## src/design/paf_pkg.sv

```systemverilog
// Shared types, constants and defaults of the pitot airspeed block.
package paf_pkg;

   localparam int GainWidth = 16;
   localparam logic [GainWidth-1:0] GainReset = 16'd256;
   localparam int QueueDepthDefault = 4;

   localparam int DpWidth = 24;
   localparam int TempWidth = 16;
   localparam int PresWidth = 17;
   localparam int RawWidth = 16;
   localparam int SpeedWidth = 16;

   localparam int NumWidth = 55;
   localparam int DenWidth = 31;
   localparam int QuotWidth = 32;
   localparam int RemWidth = 18;

   localparam logic signed [16:0] KelvinOffset = 17'sd27315;
   localparam logic [13:0] BaroDenScale = 14'd10000;
   localparam logic [15:0] BaroNumScale = 16'd57410;
   localparam logic [6:0] DefaultNumScale = 7'd80;
   localparam logic [DenWidth-1:0] DefaultDen = 31'd49;
   localparam logic [SpeedWidth-1:0] SpeedMax = 16'hFFFF;

   typedef struct packed {
      logic ok;
      logic signed [DpWidth-1:0] dp;
      logic signed [TempWidth-1:0] temp;
      logic pos;
   } meta_type;

   typedef struct packed {
      meta_type meta;
      logic [NumWidth-1:0] num;
      logic [DenWidth-1:0] den;
   } item_type;

endpackage

```

## src/design/paf_front.sv

```systemverilog
// Front part: gain scaling, density selection and numerator/denominator products.
module paf_front (
   input  logic clock,
   input  logic reset,
   input  logic push,
   output logic full,
   input  logic req_read_ok,
   input  logic signed [paf_pkg::RawWidth-1:0] req_raw_diff,
   input  logic [paf_pkg::PresWidth-1:0] req_baro_pressure,
   input  logic signed [paf_pkg::TempWidth-1:0] req_baro_temp,
   input  logic csr_wr_en,
   input  logic [paf_pkg::GainWidth-1:0] csr_wr_data,
   input  logic q_full,
   output logic q_push,
   output paf_pkg::item_type q_item
);
   import paf_pkg::*;

   logic [GainWidth-1:0] gain_ff;
   logic f1_valid_ff, f2_valid_ff;
   logic f1_ok_ff;
   logic signed [31:0] f1_prod_ff;
   logic signed [TempWidth-1:0] f1_temp_ff;
   logic [PresWidth-1:0] f1_pres_ff;
   meta_type f2_meta_ff, f2_meta_in;
   logic f2_baro_ff, f2_baro_in;
   logic [38:0] f2_a_ff, f2_a_in;
   logic [DenWidth-1:0] f2_den_ff, f2_den_in;
   logic signed [31:0] f1_prod_in;
   logic signed [DpWidth-1:0] dp;
   logic signed [16:0] tc;
   logic adv;
   logic [NumWidth-1:0] baro_num;

   assign adv = !q_full;
   assign full = q_full;

   always_ff @(posedge clock) begin
      if (reset) begin
         gain_ff <= GainReset;
      end else if (csr_wr_en) begin
         gain_ff <= csr_wr_data;
      end
   end

   assign f1_prod_in = 32'(req_raw_diff) * 32'($signed({1'b0, gain_ff}));

   always_comb begin
      dp = f1_prod_ff[31:8];
      tc = 17'(f1_temp_ff) + KelvinOffset;
      f2_meta_in.ok = f1_ok_ff;
      f2_meta_in.dp = f1_ok_ff ? dp : '0;
      f2_meta_in.temp = f1_ok_ff ? f1_temp_ff : '0;
      f2_meta_in.pos = f1_ok_ff && (dp > 0);
      f2_baro_in = (f1_pres_ff != '0) && (tc > 0);
      f2_a_in = 39'(dp[22:0]) * 39'(tc[15:0]);
      f2_den_in = 31'(f1_pres_ff) * 31'(BaroDenScale);
   end

   always_ff @(posedge clock) begin
      if (reset) begin
         f1_valid_ff <= 1'b0;
         f2_valid_ff <= 1'b0;
      end else if (adv) begin
         f1_valid_ff <= push;
         f2_valid_ff <= f1_valid_ff;
      end
   end

   always_ff @(posedge clock) begin
      if (adv) begin
         f1_ok_ff <= req_read_ok;
         f1_prod_ff <= f1_prod_in;
         f1_temp_ff <= req_baro_temp;
         f1_pres_ff <= req_baro_pressure;
         f2_meta_ff <= f2_meta_in;
         f2_baro_ff <= f2_baro_in;
         f2_a_ff <= f2_a_in;
         f2_den_ff <= f2_den_in;
      end
   end

   always_comb begin
      baro_num = NumWidth'(f2_a_ff) * NumWidth'(BaroNumScale);
      q_push = f2_valid_ff && adv;
      q_item.meta = f2_meta_ff;
      q_item.num = f2_baro_ff ? baro_num
                              : NumWidth'(f2_meta_ff.dp[22:0]) * NumWidth'(DefaultNumScale);
      q_item.den = f2_baro_ff ? f2_den_ff : DefaultDen;
   end

endmodule

```

## config.mk

```make
export PLATFORM = sky130hd
export DESIGN_NAME = paf_front
export DESIGN_NICKNAME = d
export VERILOG_FILES = /design/src/design/paf_pkg.sv /design/src/design/paf_front.sv
export SDC_FILE = /design/constraint.sdc
export NUM_CORES = 2
export LEC_CHECK = 0
export BUFFER_PORTS_ARGS = -buffer_cell sky130_fd_sc_hd__buf_2
export CORE_ASPECT_RATIO = 1.75
export CORE_MARGIN = 2
export CORE_UTILIZATION = 55
export DETAILED_ROUTE_END_ITERATION = 8
export GPL_ROUTABILITY_DRIVEN = 0
export PLACE_DENSITY = 0.85
export SYNTH_ARGS = -nofsm -noshare
export SYNTH_HDL_FRONTEND = slang
export SYNTH_SLANG_ARGS = --single-unit
```

## constraint.sdc

```tcl
create_clock -name clock -period 8.8 [get_ports clock]
set_input_delay 2.64 -clock clock [delete_from_list [all_inputs] [get_ports clock]]
set_output_delay 2.64 -clock clock [all_outputs]
set_load 0.1 [all_outputs]
```

# Yosys cells after proc, flatten, opt, wreduce, memory -nomap -nowiden
# Index checks and enable logic that the tools add are counted.
classes:
  n_addsub: 1
  mul: 5
  order_cmp: 2
  n_mux: 2
  reduce_logical: 5
ops:
  columns: ["cell", "n"]
  rows:
  - ["$mux 55", 1]
  - ["$mul 39x15->54 const B", 1]
  - ["$mul 23x16->39", 1]
  - ["$mul 16x17->32", 1]
  - ["$mux 31", 1]
  - ["$mul 17x10->27 const B", 1]
  - ["$mul 23x3->26 const B", 1]
  - ["$gt 24x1->1 const B", 1]
  - ["$add 16x16->17 const B", 1]
  - ["$gt 17x1->1 const B", 1]
  - ["$reduce_bool 17->1", 1]
  - ["$logic_and 1x1->1", 3]
  - ["$logic_not 1->1", 1]
totals:
  reg_bits: 193
  input_bits: 71
  output_inout_bits: 130
  word_cells: 29

# Logic depth before layout (Yosys ltp)
depth:
  depth_word: 3
  mapped_depth: 34
  mapped_depth_nobuf: 32

# Worst setup path before layout
# Ideal clock, no wire load.
synth_timing:
  path_type: "flip-flop to output port"
  start: "register f2_a_ff[5]"
  end: "output port q_item[84] (netlist bit)"
  arrival_time_ns: 7.195
  setup_slack_ns: -1.035
  path_stages_with_launch: 20
  n_path_buf: 1
  cell_sequence: "edfxtp_1 fa_1 ha_1 ha_1 inv_1 fa_1 inv_1 fa_1 ha_1 ha_1 clkbuf_1 nor2_1 o41a_1 a2111oi_0 o21ai_1 nand3_1 a31oi_1 a2111oi_2 nor3_1 nor3b_1"
synth_lines:
  columns: ["element", "line_no", "source"]
  rows:
  - ["from (decl)", "paf_front.sv:27", "logic [38:0] f2_a_ff, f2_a_in;"]
  - ["from (signal assigned)", "paf_front.sv:78", "f2_a_ff <= f2_a_in;"]
  - ["to (decl)", "paf_front.sv:15", "output paf_pkg::item_type q_item"]

==> qor.csv <==
metric,value,unit
status,"complete, but fails checks",
failing checks,negative setup slack,
hold path startpoint,f1_valid_ff,
sequential share of the synthesized area,14.1,%
"most common cell after layout, fill and taps aside",inv_1,
r2r startpoint,f1_temp_ff[1],
FILL cells,5066,
Crit. End Element,output port,
DR WL/cell,21.2,µm
Pre-Repair DR Iteration Count,7,
synthesized area,38000,µm²
WS Path Type,flop to output port,
clock latency on the worst-skew pair,0.53,ns
Vias/cell,5.89,
clock tree from TritonCTS,done,
WHS Path Cells,2,
Yosys cell types,65,
Fin. Hold Viols,0,
Mapped Avg Cell Area,9.63,µm²
worst min-delay path class,flop to flop,
Initial Util,55.5,%
DRT Wirelength,108,mm
Seq. cell area,5380,µm²
Tcrit/Tclk final,112,%
CP Max Fanout,5,
hpwl dp,77.0,mm
CTS root buf,clkbuf_16,
fin crit period,9.82,ns
DIE AREA,71300,µm²
type of origin of the critical path,flop,
CTS max path bufs,2,
global-route wire length before repair,160,mm
H-tree depth reported by CTS,4,
RSZ-0062 raised after global routing,true,
Setup WS post-layout,-1.02,ns
clock skew,0.0309,ns
drt drc,0,
Rows,127,
"Clk pin slew, worst setup/hold paths",0.10,ns
crit path from,f2_a_ff[7],
number of global-route vias before repair,32400,
placed cell areas,40300,µm²
# IOs,201,
number of buffers created by CTS,17,
Ys Warns,0,
most frequent cells in the layout,"801 x inv_1, 607 x fa_1, 576 x ha_1",
post-route cell area,42500,µm²
fin nets,5472,
Die W,203,µm
Max Freq,0.102,GHz
antenna-violating nets left,0,
ys flop type,edfxtp_1,
GRT Total Usage,28.7,%
Critical Path RT,6.16,ns
"EDFF count, synth",167,
Worst Tran Pin Value,1.34,ns
# Max-Cap Violations,0,
CTS sink count,185,
layout cells sized above 1,12.1,%
Critical Path AT,7.18,ns
area of the multi-input gates,30100,µm²
Sum Neg Setup Slack,-12.73,ns
area grow syn2layout,11.7,%
fin. max-slew vios,0,
die height,352,µm
Post-CTS Hold Fix Bufs,0,
I/O Buffers,196,
Async SR Flop Fraction,0,%
Final setup viols,31,
GRT Residual Overflow,0,
Cells after Synth,3946,
pin count of the biggest net entering global routing,106,
synthesized flop and latch total,185,
relative slew slack,10.5,%
initial DRC count,2382,
Reg2Reg Depth,29,
via count,29900,
Core Area,68500,µm²
initial antenna violation count,4,
-- flip-flops by register name, summed over array words and instances, names as in the netlist --
register and flops:
f2_den_ff 27, f1_valid_ff 1, f2_valid_ff 1, f1_prod_ff 24, f2_baro_ff 1, gain_ff 16
f1_temp_ff 16, f2_a_ff 39, f1_pres_ff 17, f1_ok_ff 1, q_item 42
-- area by class of cell --
cell class              count  share of cell area [%]
diodes                      1                 0.00589
clock inverters            14                   0.424
clock buffers              17                    1.00
multi-input cells        2821                    70.8
repair buffers            327                    5.21
flip-flops and latches    185                    12.7
inverters                 813                    7.21
well taps                 903                    2.66
-- cell families after synthesis --
logic type               synth area share, %
adder cells (fa/ha/maj)                 52.9
buffers and inverters                   9.36
multiplexers                           0.596
AO/OA/AOI/OAI                           6.54
AND/OR/NAND/NOR                         12.9
flip-flops                              14.1
other                                0.00986
XOR/XNOR                                3.52
-- synthesized netlist by cell type (all sizes together) (9+ instances only) --
library cell / n / share of area [%]
nand4: 12 / 0.20
o31ai: 9 / 0.18
dfxtp: 18 / 0.95
a31oi: 15 / 0.26
xnor2: 105 / 2.4
xor2: 48 / 1.1
nor2b: 36 / 0.59
o21a: 16 / 0.32
nor2: 118 / 1.2
o21ai: 85 / 1.1
edfxtp: 167 / 13
clkbuf: 123 / 1.2
a21oi: 118 / 1.6
and2: 275 / 4.5
ha: 617 / 20
o21bai: 26 / 0.52
inv: 813 / 8.0
a21o: 53 / 1.0
o211ai: 10 / 0.20
nor4: 10 / 0.18
nand3: 17 / 0.22
mux2i: 17 / 0.45
nor3: 20 / 0.26
nand2b: 37 / 0.61
a211oi: 10 / 0.20
fa: 619 / 33
nand2: 460 / 4.5
and3: 12 / 0.20
-- critical path: stages, from the launching register on --
cell and delay, ns:
edfxtp_1 0.55, fa_1 0.64, ha_4 0.22, ha_1 0.27, inv_1 0.16, fa_1 0.80, inv_2 0.11, fa_1 0.62
ha_4 0.22, ha_4 0.32, nand2_2 0.07, o41a_1 0.38, a2111oi_4 0.91, o21ai_4 0.14, nand3_4 0.13, a31oi_4 0.11
a2111oi_4 0.43, nor3_2 0.09, nor3b_2 0.25, buf_12 0.21
-- what timing repair did --
item | 4_1_cts | 5_1_grt
resized for setup | 81 | 107
endpoints found under the setup margin | 24 | 30
pin swaps | 56 | 76
hold endpoints to repair | 0 | 0
setup buffers | 30 | 47
-- metrics by stage --
stage                     std cells  util (%)  setup WS (ns)  hold slack (ns)
after CTS                      5035      60.7        -0.0599            0.512
after global routing           5081      62.0          -1.13            0.551
after detailed placement       4974      58.8         -0.279            0.491
after global placement         4974      58.8         -0.111            0.477
final                          5081      62.0          -1.02            0.500
after floorplan                3949         -        -0.0559            0.456
-- metal layers --
layer	vias up	GRT usage, %	wire (µm)	share of wire (%)
met1	14700	27.8	33600	31
met3	704	4.57	8610	8.0
li1	12800	-	-	-
met5	-	0	30	0.028
met4	4	22.4	9670	9.0
met2	1732	53.9	55900	52
-- path summary, 6_finish.rpt --
kind	slack (ns)	endpoint
setup / recovery	-1.02	q_item[84]
hold / removal	0.50	f2_valid_ff
setup reg to reg	0.07	f2_a_ff[37]
hold reg to reg	0.50	f2_valid_ff
Power is left out: the tool's default activity adds up to more than one toggle a clock period on the data nets, which glitch-free logic cannot reach.
